[config.mk]
export PLATFORM = sky130hd
export DESIGN_NAME = pps_sync_sample_scheduler
export DESIGN_NICKNAME = d
export VERILOG_FILES = /design/src/sv/psss_pkg.sv /design/src/sv/psss_csr.sv /design/src/sv/psss_event.sv /design/src/sv/pps_sync_sample_scheduler.sv
export VERILOG_INCLUDE_DIRS = /design/src /design/src/sv
export SDC_FILE = /design/constraint.sdc
export NUM_CORES = 2
export LEC_CHECK = 0
export ABC_AREA = 1
export CAP_MARGIN = 10
export CELL_PAD_IN_SITES_DETAIL_PLACEMENT = 1
export CELL_PAD_IN_SITES_GLOBAL_PLACEMENT = 2
export CORE_MARGIN = 8
export CORE_UTILIZATION = 43
export CTS_CLUSTER_DIAMETER = 60
export DETAILED_ROUTE_END_ITERATION = 16
export DONT_BUFFER_PORTS = 1
export PLACE_DENSITY_LB_ADDON = 0.1
export SYNTH_ARGS = -nofsm -noshare
export SYNTH_HDL_FRONTEND = slang
export SYNTH_SLANG_ARGS = --single-unit
[constraint.sdc]
create_clock -name clock -period 21.1 [get_ports clock]
set_input_delay 1.055 -clock clock [delete_from_list [all_inputs] [get_ports clock]]
set_output_delay 1.055 -clock clock [all_outputs]
set_load 0.02 [all_outputs]
[src/sv/assert_macros.svh]
// ============================================================================
// Assertion macros
// Shared concurrent assertion forms for the PPS sync sample scheduler.
// ============================================================================
`ifndef ASSERT_MACROS_SVH
`define ASSERT_MACROS_SVH

// The consequent must hold in the same cycle as the antecedent.
`define ASSERT_SAME_CYCLE(name, clk, rst, ante, cons, msg) \
   name: assert property (@(posedge clk) disable iff (rst) (ante) |-> (cons)) \
      else $error(msg);

// The consequent must hold in the cycle after the antecedent.
`define ASSERT_NEXT_CYCLE(name, clk, rst, ante, cons, msg) \
   name: assert property (@(posedge clk) disable iff (rst) (ante) |=> (cons)) \
      else $error(msg);

`endif

[src/sv/psss_pkg.sv]
// ============================================================================
// psss_pkg
// Shared types and constants of the PPS sync sample scheduler.
// ============================================================================
package psss_pkg;

   // Time constants in nanoseconds.
   localparam logic [29:0] HALF_SEC_NS     = 30'd500000000;
   localparam logic [30:0] NS_PER_SEC_S    = 31'd1000000000;
   localparam logic [45:0] NS_PER_SEC_WIDE = 46'd1000000000;
   localparam logic [29:0] NS_MAX          = 30'd999999999;

   // Control register indexes.
   localparam logic [2:0] CSR_SYNC_WINDOW  = 3'd0;
   localparam logic [2:0] CSR_SAMPLES_SEC  = 3'd1;
   localparam logic [2:0] CSR_PERIOD_NS    = 3'd2;
   localparam logic [2:0] CSR_ALARM_LEAD   = 3'd3;
   localparam logic [2:0] CSR_PPS_LEAD     = 3'd4;
   localparam logic [2:0] CSR_PPS_RUNNING  = 3'd5;

   // Event kinds carried on the request side.
   typedef enum logic {
      OP_STAMP   = 1'b0,
      OP_TRIGGER = 1'b1
   } opcode_type;

   // Control register set.
   typedef struct packed {
      logic [9:0]  sync_window_ns;
      logic [15:0] samples_per_second;
      logic [29:0] sample_period_ns;
      logic [3:0]  alarm_lead_seconds;
      logic [3:0]  pps_lead_seconds;
      logic        pps_running_at_start;
   } cfg_type;

   // Result item; the last member sits in the lowest bits.
   typedef struct packed {
      logic [15:0]        sample_count;
      logic [31:0]        pps_start_seconds;
      logic               pps_start;
      logic [29:0]        alarm_nanoseconds;
      logic [31:0]        alarm_seconds;
      logic               alarm_valid;
      logic               sync_changed;
      logic               is_synced;
      logic signed [29:0] time_error_ns;
   } rsp_type;

endpackage

[src/sv/psss_csr.sv]
// ============================================================================
// psss_csr
// Control register file with a single write channel.
// ============================================================================
module psss_csr (
   input  logic               clock,
   input  logic               reset,
   input  logic               csr_valid,
   output logic               csr_ready,
   input  logic [2:0]         csr_addr,
   input  logic [29:0]        csr_wdata,
   output psss_pkg::cfg_type  cfg,
   output logic               pps_load
);
   import psss_pkg::*;

   cfg_type cfg_ff;
   cfg_type cfg_in;
   logic    pps_load_ff;
   logic    pps_load_in;
   logic    write;

   // Writes are always taken.
   assign csr_ready = 1'b1;
   assign write     = csr_valid && csr_ready;

   // Register decode; unknown indexes are dropped.
   always_comb begin
      cfg_in      = cfg_ff;
      pps_load_in = 1'b0;
      if (write) begin
         case (csr_addr)
            CSR_SYNC_WINDOW: cfg_in.sync_window_ns     = csr_wdata[9:0];
            CSR_SAMPLES_SEC: cfg_in.samples_per_second = csr_wdata[15:0];
            CSR_PERIOD_NS:   cfg_in.sample_period_ns   = csr_wdata;
            CSR_ALARM_LEAD:  cfg_in.alarm_lead_seconds = csr_wdata[3:0];
            CSR_PPS_LEAD:    cfg_in.pps_lead_seconds   = csr_wdata[3:0];
            CSR_PPS_RUNNING: begin
               cfg_in.pps_running_at_start = csr_wdata[0];
               pps_load_in                 = 1'b1;
            end
            default: cfg_in = cfg_ff;
         endcase
      end
   end

   // Register storage with reset defaults.
   always_ff @(posedge clock) begin
      if (reset) begin
         cfg_ff.sync_window_ns       <= 10'd100;
         cfg_ff.samples_per_second   <= 16'd4000;
         cfg_ff.sample_period_ns     <= 30'd250000;
         cfg_ff.alarm_lead_seconds   <= 4'd3;
         cfg_ff.pps_lead_seconds     <= 4'd2;
         cfg_ff.pps_running_at_start <= 1'b0;
         pps_load_ff                 <= 1'b0;
      end else begin
         cfg_ff      <= cfg_in;
         pps_load_ff <= pps_load_in;
      end
   end

   assign cfg      = cfg_ff;
   assign pps_load = pps_load_ff;

endmodule

[src/sv/psss_event.sv]
// ============================================================================
// psss_event
// Event evaluation and scheduler state for timestamp and trigger events.
// ============================================================================
module psss_event (
   input  logic                 clock,
   input  logic                 reset,
   input  psss_pkg::cfg_type    cfg,
   input  logic                 pps_load,
   input  logic                 fire,
   input  psss_pkg::opcode_type opcode,
   input  logic [31:0]          stamp_seconds,
   input  logic [29:0]          stamp_nanoseconds,
   output psss_pkg::rsp_type    result
);
   import psss_pkg::*;

   logic        synced_ff, synced_in;
   logic        pps_run_ff, pps_run_in;
   logic        first_set_ff, first_set_in;
   logic [15:0] index_ff, index_in;
   logic [31:0] alarm_sec_ff, alarm_sec_in;
   logic [29:0] alarm_ns_ff, alarm_ns_in;

   logic signed [30:0] err_full;
   logic signed [30:0] err_neg;
   logic [29:0]        err_mag;
   logic               now_synced;
   logic               first_clear;
   logic [16:0]        next_index;
   logic               roll;
   logic [45:0]        prod;

   // Wrapped time error and its magnitude.
   always_comb begin
      if (stamp_nanoseconds > HALF_SEC_NS) begin
         err_full = $signed({1'b0, stamp_nanoseconds}) - $signed(NS_PER_SEC_S);
      end else begin
         err_full = $signed({1'b0, stamp_nanoseconds});
      end
      err_neg    = -err_full;
      err_mag    = err_full[30] ? err_neg[29:0] : err_full[29:0];
      now_synced = err_mag < {20'd0, cfg.sync_window_ns};
   end

   // Next sample index and its alarm offset.
   assign next_index = {1'b0, index_ff} + 17'd1;
   assign roll       = next_index >= {1'b0, cfg.samples_per_second};
   assign prod       = next_index[15:0] * cfg.sample_period_ns;

   // Result and next state for the event at hand.
   always_comb begin
      synced_in    = synced_ff;
      pps_run_in   = pps_run_ff;
      first_set_in = first_set_ff;
      index_in     = index_ff;
      alarm_sec_in = alarm_sec_ff;
      alarm_ns_in  = alarm_ns_ff;
      first_clear  = first_set_ff;
      result       = '0;

      if (opcode == OP_STAMP) begin
         result.time_error_ns = err_full[29:0];
         if (now_synced != synced_ff) begin
            result.sync_changed = 1'b1;
            first_clear         = 1'b0;
         end
         synced_in    = now_synced;
         first_set_in = first_clear;
         // The first sample alarm is checked before the PPS start.
         if (pps_run_ff && !first_clear && now_synced) begin
            first_set_in             = 1'b1;
            alarm_sec_in             = stamp_seconds + {28'd0, cfg.alarm_lead_seconds};
            alarm_ns_in              = '0;
            result.alarm_valid       = 1'b1;
            result.alarm_seconds     = alarm_sec_in;
         end
         if (!pps_run_ff && now_synced) begin
            pps_run_in               = 1'b1;
            result.pps_start         = 1'b1;
            result.pps_start_seconds = stamp_seconds + {28'd0, cfg.pps_lead_seconds};
         end
         result.is_synced = now_synced;
      end else begin
         result.sample_count = index_ff;
         if (roll) begin
            index_in     = '0;
            alarm_sec_in = alarm_sec_ff + 32'd1;
            alarm_ns_in  = '0;
         end else begin
            index_in    = next_index[15:0];
            alarm_ns_in = (prod >= NS_PER_SEC_WIDE) ? NS_MAX : prod[29:0];
         end
         result.is_synced         = synced_ff;
         result.alarm_valid       = 1'b1;
         result.alarm_seconds     = alarm_sec_in;
         result.alarm_nanoseconds = alarm_ns_in;
      end
   end

   // State registers; a PPS-running register write reloads the running flag.
   always_ff @(posedge clock) begin
      if (reset) begin
         synced_ff    <= 1'b0;
         pps_run_ff   <= 1'b0;
         first_set_ff <= 1'b0;
         index_ff     <= '0;
         alarm_sec_ff <= '0;
         alarm_ns_ff  <= '0;
      end else if (pps_load) begin
         pps_run_ff <= cfg.pps_running_at_start;
      end else if (fire) begin
         synced_ff    <= synced_in;
         pps_run_ff   <= pps_run_in;
         first_set_ff <= first_set_in;
         index_ff     <= index_in;
         alarm_sec_ff <= alarm_sec_in;
         alarm_ns_ff  <= alarm_ns_in;
      end
   end

endmodule

[src/sv/pps_sync_sample_scheduler.sv]
// ============================================================================
// pps_sync_sample_scheduler
// PPS synchronization check and sample alarm scheduler, top level.
// ============================================================================
// Usage: events enter on the req_ stream, one per transfer. req_tuser selects
// an external PPS timestamp (0) or a target time trigger (1); req_tdata holds
// the timestamp. Each event yields exactly one result transfer on rsp_,
// carrying the time error, sync flags, any ordered alarm time, any PPS start
// order and, for triggers, the sample index sent.
// The input register loads at the request transfer edge; the result register
// loads from it when it is empty or its result is taken. rsp_tvalid is the
// result register's valid flag. Throughput is one event per cycle while
// rsp_tready stays high; the state update for an event is registered with its
// result, so the next event sees it at once.
// When rsp_tready is low the result register holds, the input register keeps
// one more event, and req_tready drops only when both are full.
// Reset clears all state and flags, empties both registers and restores the
// control register defaults. The csr_ channel writes a register each transfer;
// writing the PPS-running register also reloads the running flag. Write only
// while no event is in flight.
// ============================================================================
`include "assert_macros.svh"

module pps_sync_sample_scheduler (
   input  logic          clock,
   input  logic          reset,
   // Request stream.
   input  logic          req_tvalid,
   output logic          req_tready,
   input  logic [63:0]   req_tdata,   // stamp_seconds[31:0], stamp_nanoseconds[61:32]
   input  logic          req_tuser,   // opcode[0]
   // Result stream.
   output logic          rsp_tvalid,
   input  logic          rsp_tready,
   output logic [143:0]  rsp_tdata,   // time_error_ns[29:0], is_synced[30],
                                      // sync_changed[31], alarm_valid[32],
                                      // alarm_seconds[64:33],
                                      // alarm_nanoseconds[94:65], pps_start[95],
                                      // pps_start_seconds[127:96],
                                      // sample_count[143:128]
   // Control register writes.
   input  logic          csr_valid,
   output logic          csr_ready,
   input  logic [2:0]    csr_addr,
   input  logic [29:0]   csr_wdata
);
   import psss_pkg::*;

   cfg_type    cfg;
   logic       pps_load;
   rsp_type    result;

   logic       s1_vld_ff, s1_vld_in;
   opcode_type s1_op_ff;
   logic [31:0] s1_sec_ff;
   logic [29:0] s1_ns_ff;
   logic       out_vld_ff, out_vld_in;
   rsp_type    out_ff;
   logic       req_fire;
   logic       advance;

   psss_csr u_csr (
      .clock     (clock),
      .reset     (reset),
      .csr_valid (csr_valid),
      .csr_ready (csr_ready),
      .csr_addr  (csr_addr),
      .csr_wdata (csr_wdata),
      .cfg       (cfg),
      .pps_load  (pps_load)
   );

   psss_event u_event (
      .clock             (clock),
      .reset             (reset),
      .cfg               (cfg),
      .pps_load          (pps_load),
      .fire              (advance),
      .opcode            (s1_op_ff),
      .stamp_seconds     (s1_sec_ff),
      .stamp_nanoseconds (s1_ns_ff),
      .result            (result)
   );

   // Handshake: the input register moves on when the result register frees up.
   assign advance    = s1_vld_ff && (!out_vld_ff || rsp_tready);
   assign req_tready = !s1_vld_ff || advance;
   assign req_fire   = req_tvalid && req_tready;

   always_comb begin
      s1_vld_in  = req_fire ? 1'b1 : (advance ? 1'b0 : s1_vld_ff);
      out_vld_in = advance ? 1'b1 : (rsp_tready ? 1'b0 : out_vld_ff);
   end

   // Valid flags.
   always_ff @(posedge clock) begin
      if (reset) begin
         s1_vld_ff  <= 1'b0;
         out_vld_ff <= 1'b0;
      end else begin
         s1_vld_ff  <= s1_vld_in;
         out_vld_ff <= out_vld_in;
      end
   end

   // Payload registers.
   always_ff @(posedge clock) begin
      if (req_fire) begin
         s1_op_ff  <= opcode_type'(req_tuser);
         s1_sec_ff <= req_tdata[31:0];
         s1_ns_ff  <= req_tdata[61:32];
      end
      if (advance) begin
         out_ff <= result;
      end
   end

   assign rsp_tvalid = out_vld_ff;
   assign rsp_tdata  = out_ff;

   // Checks on the scheduling logic.
   `ASSERT_SAME_CYCLE(a_alarm_fields_zero, clock, reset,
      out_vld_ff && !out_ff.alarm_valid,
      out_ff.alarm_seconds == 32'd0 && out_ff.alarm_nanoseconds == 30'd0,
      "alarm time present without an alarm order")
   `ASSERT_SAME_CYCLE(a_start_needs_sync, clock, reset,
      out_vld_ff && out_ff.pps_start,
      out_ff.is_synced && !out_ff.alarm_valid,
      "PPS start ordered while unsynced or together with an alarm")
   `ASSERT_NEXT_CYCLE(a_accept_loads_stage, clock, reset,
      req_fire, s1_vld_ff,
      "accepted event did not reach the input register")
   `ASSERT_NEXT_CYCLE(a_trigger_orders_alarm, clock, reset,
      advance && s1_op_ff == OP_TRIGGER,
      out_vld_ff && out_ff.alarm_valid && out_ff.time_error_ns == 30'sd0,
      "trigger event did not order an alarm")

endmodule

==> Word level (Yosys, flattened, before mapping) <==
Cells that the tools add are included.
{ "totals": {"in_bits": 103, "reg_bits": 326, "elab_cells": 105, "out_inout_bits": 147} }
{ "op_classes": {"n_lt_le_gt_ge": 4, "multipliers": 1, "n_bitwise": 4, "mux": 24, "n_eq_ne": 7, "addsub": 6, "n_reduce_logical": 32} }
{ "ops": {"columns": ["operator", "count"], "rows": [
  ["32-bit two-way mux", 3],
  ["33-bit two-way mux", 2],
  ["32-bit by 4-bit adder with 32-bit output", 2],
  ["30-bit two-way mux", 2],
  ["46-bit by 30-bit >= comparator with 1-bit output (second input constant)", 1],
  ["16-bit by 30-bit multiplier with 46-bit output", 1],
  ["32-bit by 1-bit adder with 32-bit output (second input constant)", 1],
  ["31-bit two-way mux", 1],
  ["30-bit by 30-bit subtractor with 31-bit output (second input constant)", 1],
  ["30-bit by 29-bit > comparator with 1-bit output (second input constant)", 1],
  ["30-bit by 10-bit less-than comparator with 1-bit output", 1],
  ["30-bit negation", 1],
  ["16-bit by 1-bit adder with 17-bit output (second input constant)", 1],
  ["17-bit by 16-bit >= comparator with 1-bit output", 1],
  ["16-bit two-way mux", 1],
  ["1-bit two-way mux", 15],
  ["2-bit AND reduction", 7],
  ["3-bit AND reduction", 4],
  ["2-bit nonzero test", 5],
  ["3-bit by 2-bit equality test with 1-bit output (second input constant)", 2],
  ["3-bit equality test (second input constant)", 2],
  ["2-bit OR reduction", 3],
  ["1-bit logical AND", 5],
  ["1-bit logical NOT", 4],
  ["other kinds (7)", 11]
]} }

==> Longest topological paths before layout <==
{ "logic_depth": {"word_depth": 13, "depth_mapped": 45, "mapped_depth_nobuf": 43} }

==> Modules after synthesis <==
From an unflattened synthesis, not the netlist that was laid out.
{ "unflattened": {"hier_cells": 4324, "area_unflattened_um2": 33364.5} }
{ "by_module_without_submodules": {"columns": ["mod", "n_inst", "area_each_um2", "seq_area_each_um2", "cells_per_inst"], "rows": [
  ["psss_event", 1, 24377.1, 1021.0, 3722],
  ["pps_sync_sample_scheduler", 1, 6307.3, 6256.0, 219],
  ["psss_csr", 1, 2680.1, 1321.3, 383]
]} }

==> Worst setup path after synthesis <==
OpenSTA, ideal clock, no wires.
{ "synth_timing": {"path_type": "register to register", "start": "register u_event.index_ff[0]", "end": "register out_ff, in the netlist rsp_tdata[76], data pin", "arrival_time_ns": 7.955, "t_required_ns": 20.850, "synth_period_minus_slack_ns": 8.205, "n_path_buf": 2, "setup_ns": 0.250, "path_slack_ns": 12.895, "stages_incl_launch_ff": 44, "path_cell_list": "dfxtp_1 ha_1 nand2_1 inv_1 nand2_1 nor2_1 nand3_1 nor3_1 inv_1 nor2_1 inv_1 o21ai_0 nand2_1 inv_1 buf_1 nand2_1 fa_1 fa_1 [... 8 more ...] a21o_1 a31oi_1 o21ai_0 nand2_1 o211ai_1 a21oi_1 o21ai_0 nand3_1 nand3_1 nand2_1 o21ai_0 nor2_1 nand2_1 nor3_1 buf_2 nand3_1 nand2_1 inv_1"} }
{ "synth_between": {"elab_chain_len": 4, "elab_cells_between_ends": 6, "cone_classes": "1 x add/sub; 1 x mul; 2 x order compare; 1 x mux; 1 x reduce/logical"} }
{ "synth_lines": {"columns": ["item", "line_no", "source"], "rows": [
  ["start, declared", "psss_event.sv:21", "logic [15:0] index_ff, index_in;"],
  ["start signal, assigned", "psss_event.sv:116", "index_ff <= index_in;"],
  ["16-bit by 1-bit adder with 17-bit output *", "psss_event.sv:47", "assign next_index = {1'b0, index_ff} + 17'd1;"],
  ["16-bit by 30-bit multiplier with 46-bit output", "psss_event.sv:49", "assign prod = next_index[15:0] * cfg.sample_period_ns;"],
  ["46-bit by 30-bit >= comparator with 1-bit output", "psss_event.sv:92", "alarm_ns_in = (prod >= NS_PER_SEC_WIDE) ? NS_MAX : prod[29:0];"],
  ["30-bit two-way mux", "psss_event.sv:92", null],
  ["end signal, assigned", "pps_sync_sample_scheduler.sv:114", "out_ff <= result;"],
  ["end, declared", "pps_sync_sample_scheduler.sv:58", "rsp_type out_ff;"]
]} }
Every way passes the cells marked *; elsewhere a longest branch is shown, timed or not.
A chain may end at the register's enable or synchronous reset.

==> Final worst setup path <==
{ "layout_timing": {"start": "register u_event.index_ff[0]", "end": "register out_ff, in the netlist rsp_tdata[75], data pin"} }
{ "layout_between": {"elab_chain_len": 4, "elab_cells_between_ends": 5, "cone_classes": "1 x add/sub; 1 x mul; 2 x order compare; 1 x reduce/logical"} }
{ "layout_lines": {"columns": ["item", "line_no"], "rows": [
  ["16-bit by 1-bit adder with 17-bit output *", "psss_event.sv:47"],
  ["16-bit by 30-bit multiplier with 46-bit output", "psss_event.sv:49"],
  ["46-bit by 30-bit >= comparator with 1-bit output", "psss_event.sv:92"],
  ["3-bit OR reduction (no line)", null]
]} }
Marked as above.

==> results.ini <==
[status]
status=finished clean

[synth]
post-synth-top-area-fraction_pct=24.1
synth_edf_count=207
synth_compound_area_share_pct=7.86
yosys_register_bits=326
synth_xor_area_share_pct=3.01
muxShareOfSynthArea_pct=0
yosys-top-cells-area=fa_1 (24%), edfxtp_1 (19%), nand2_1 (11%)
synth_area_per_cell_um2=7.96
yosysMostFrequentCell=nand2_1
ys_top_cells_by_count=nand2_1 (938), inv_1 (781), nor2_1 (455)
synth_adder_area_share_pct=30.0
ys_seq_area_share_pct=26.4
synthFlopType=edfxtp_1
synth-simple-area-share_pct=21.4
netlist_area_um2=32600
synth_top_family_by_area=adder cells
yosys_warnings=0
syn_inst=4099
synth.distinct_cells=57
synthArstFlopShare_pct=0
yosys.area.top_type=fa_1
synth_fp_nets=4749

[die]
start_util_pct=43.2
core-area_um2=75600
ioPinCount=250
die_area_um2=84900
die_w_um=291
rows=101
die_y_um=291

[critical_path]
crit_family=adder cells
required_ns=21.48
worst-path-buf-inv=8
arrival_ns=12.16
crit_path_start_kind=register
max_stage_delay_ns=1.02
path_class=register to register
slowest_stage=dfxtp_1
crit_fanout=22
worstSetupEndpointType=register

[pwr]
vdd_drop_max_mv=0.0905
leakage_nw=16.5
power.density_nw_per_um2=49.8
finalPower_mw=1.74

[timing]
rsz0062_at_grt=false
max_slew_margin_pct=22.8
period_share_pct=55.9
hold_viol_final=0
finalMaxSlewViolations=0
setup_viol=0
timing.fmax_mhz=84.9
tightestPinTransition_ns=1.15
finClkSkew_ns=0.0500
tns_ns=0
hold_slack_ns=0.457
min_period_ns=11.79
finalWorstSetupSlack_ns=9.31

[grt]
grt_max_degree=80
overflow=0
grt_antenna_before_repair=0
grt_pass1_vias=29000
grt_pass1_wl_mm=170
grt_usage_pct=25.5

[clocking]
ctsLongestPathBuffers=3
postCtsSetupBuffers=0
cts_resized=0
cts_buffers=42
cts_tree=yes
h-tree-depth=2
clk_pin_slew_ns=0.06
clk_latency_ns=0.60
hold_buffers=0
cts-root-buf=clkbuf_16
clock_sinks=326

[flow_run]
drv_cap=0

[cells_and_area]
final_nets=4669
final_area_um2=34900
finalNonFillerCells=5033
layout-drive-gt1-share_pct=4.39
n_fill_cell=9195
areaGrowthSynthToFinish_pct=6.96
post-route-util_pct=46.2

[place]
placedCellCount=4953
place_ws_ns=9.37
portBuffers=0
routabilityCongestion=0.845
placed_cell_area_um2=33400
hpwl_mm=83.4

[routing]
avgRoutedWirePerCell_um=21.2
ant_nets=0
wl_mm=107
drtIter0Drc=1236
drt_pre_antenna_iters=5
route.detailed.drc=0
vias=26500
avgViaCountPerCell=5.26

[hold_path]
holdCritPathClass=register to register

routing by layer:
layer,up-vias,global-route usage [%],share of wire [%]
li1,12500,-,-
met1,13300,31.8,43
met2,475,45.4,50
met3,164,3.01,3.6
met4,0,8.96,4.0
met5,-,0,0
registers in the layout, indices dropped and copies added (netlist names):
name,count
rsp_tdata,144
u_event.synced_ff,1
u_event.index_ff,16
rsp_tvalid,1
s1_sec_ff,32
s1_op_ff,1
s1_ns_ff,30
u_event.first_set_ff,1
u_event.alarm_sec_ff,32
u_event.pps_run_ff,1
s1_vld_ff,1
u_csr.cfg,65
u_csr.pps_load,1
cell type report:
type | count | area, um2 | share of cell area (%)
Multi-Input combinational cell | 2819 | 20300 | 58.3
Sequential cell | 326 | 8600 | 24.7
Inverter | 808 | 3040 | 8.72
Tap cell | 978 | 1220 | 3.51
Clock buffer | 46 | 1090 | 3.11
Clock inverter | 32 | 417 | 1.19
Timing Repair Buffer | 22 | 165 | 0.474
Antenna cell | 2 | 5.00 | 0.0143
cell families (layout without fill, tap and decap cells):
| group | Yosys count | count (layout) |
|---|---|---|
| AOI/OAI and AO/OA | 455 | 455 |
| xor gates and xnor gates | 112 | 112 |
| adders and majority gates | 547 | 547 |
| buffers and inverters | 954 | 908 |
| DFF | 326 | 326 |
| other | 1 | 3 |
| and+or+nand+nor | 1704 | 1704 |
layout by cell type (no fill, tap or decap), types with 4 or more instances in the layout:
cell	Yosys	routed
nand2_2	13	13
edfxtp_1	207	207
nor2_1	455	454
or2_2	6	6
nor4_1	17	17
inv_1	781	779
inv_2	20	20
nor2_2	7	7
clkinvlp_4	0	4
nand3b_1	12	12
a21oi_1	216	216
fa_1	392	392
xor2_1	83	83
bufinv_16	0	6
a21o_1	5	5
a31oi_1	17	17
clkbuf_16	0	42
a21boi_0	4	4
nor2_4	3	4
nand4_1	31	31
o31ai_1	6	6
ha_1	155	155
clkinv_1	6	10
o211ai_1	28	28
clkinv_2	1	7
a21oi_2	15	15
buf_4	2	22
nand2_1	938	938
o21a_1	6	6
nor3_1	64	63
o21ai_0	131	131
inv_6	0	7
nand3_2	6	7
xnor2_1	29	29
nand3_1	142	141
o21bai_1	7	7
dfxtp_1	119	119
tightest hold or removal path, cell delays in order, from the launching register on:
cell and delay [ns]:
dfxtp_1 0.30, inv_1 0.06, a21oi_1 0.05
final timing paths:
kind         slack (ns)  cells past startpoint            end                 from
max reg2reg        9.31                     35  rsp_tdata[75]  u_event.index_ff[0]
min reg2reg        0.46                      2   u_csr.cfg[0]         u_csr.cfg[0]
min                0.46                      2   u_csr.cfg[0]         u_csr.cfg[0]
max                9.31                     35  rsp_tdata[75]  u_event.index_ff[0]
where the power goes:
part | internal, mW | leakage [nW] | switching, mW | total, mW
combinational | 0.0604 | 12.8 | 0.139 | 0.200
clock | 0.456 | 0.724 | 0.316 | 0.772
sequential | 0.713 | 2.94 | 0.0514 | 0.764
total | 1.23 | 16.5 | 0.506 | 1.74
No activity file was read; power rests on OpenSTA's default activity.
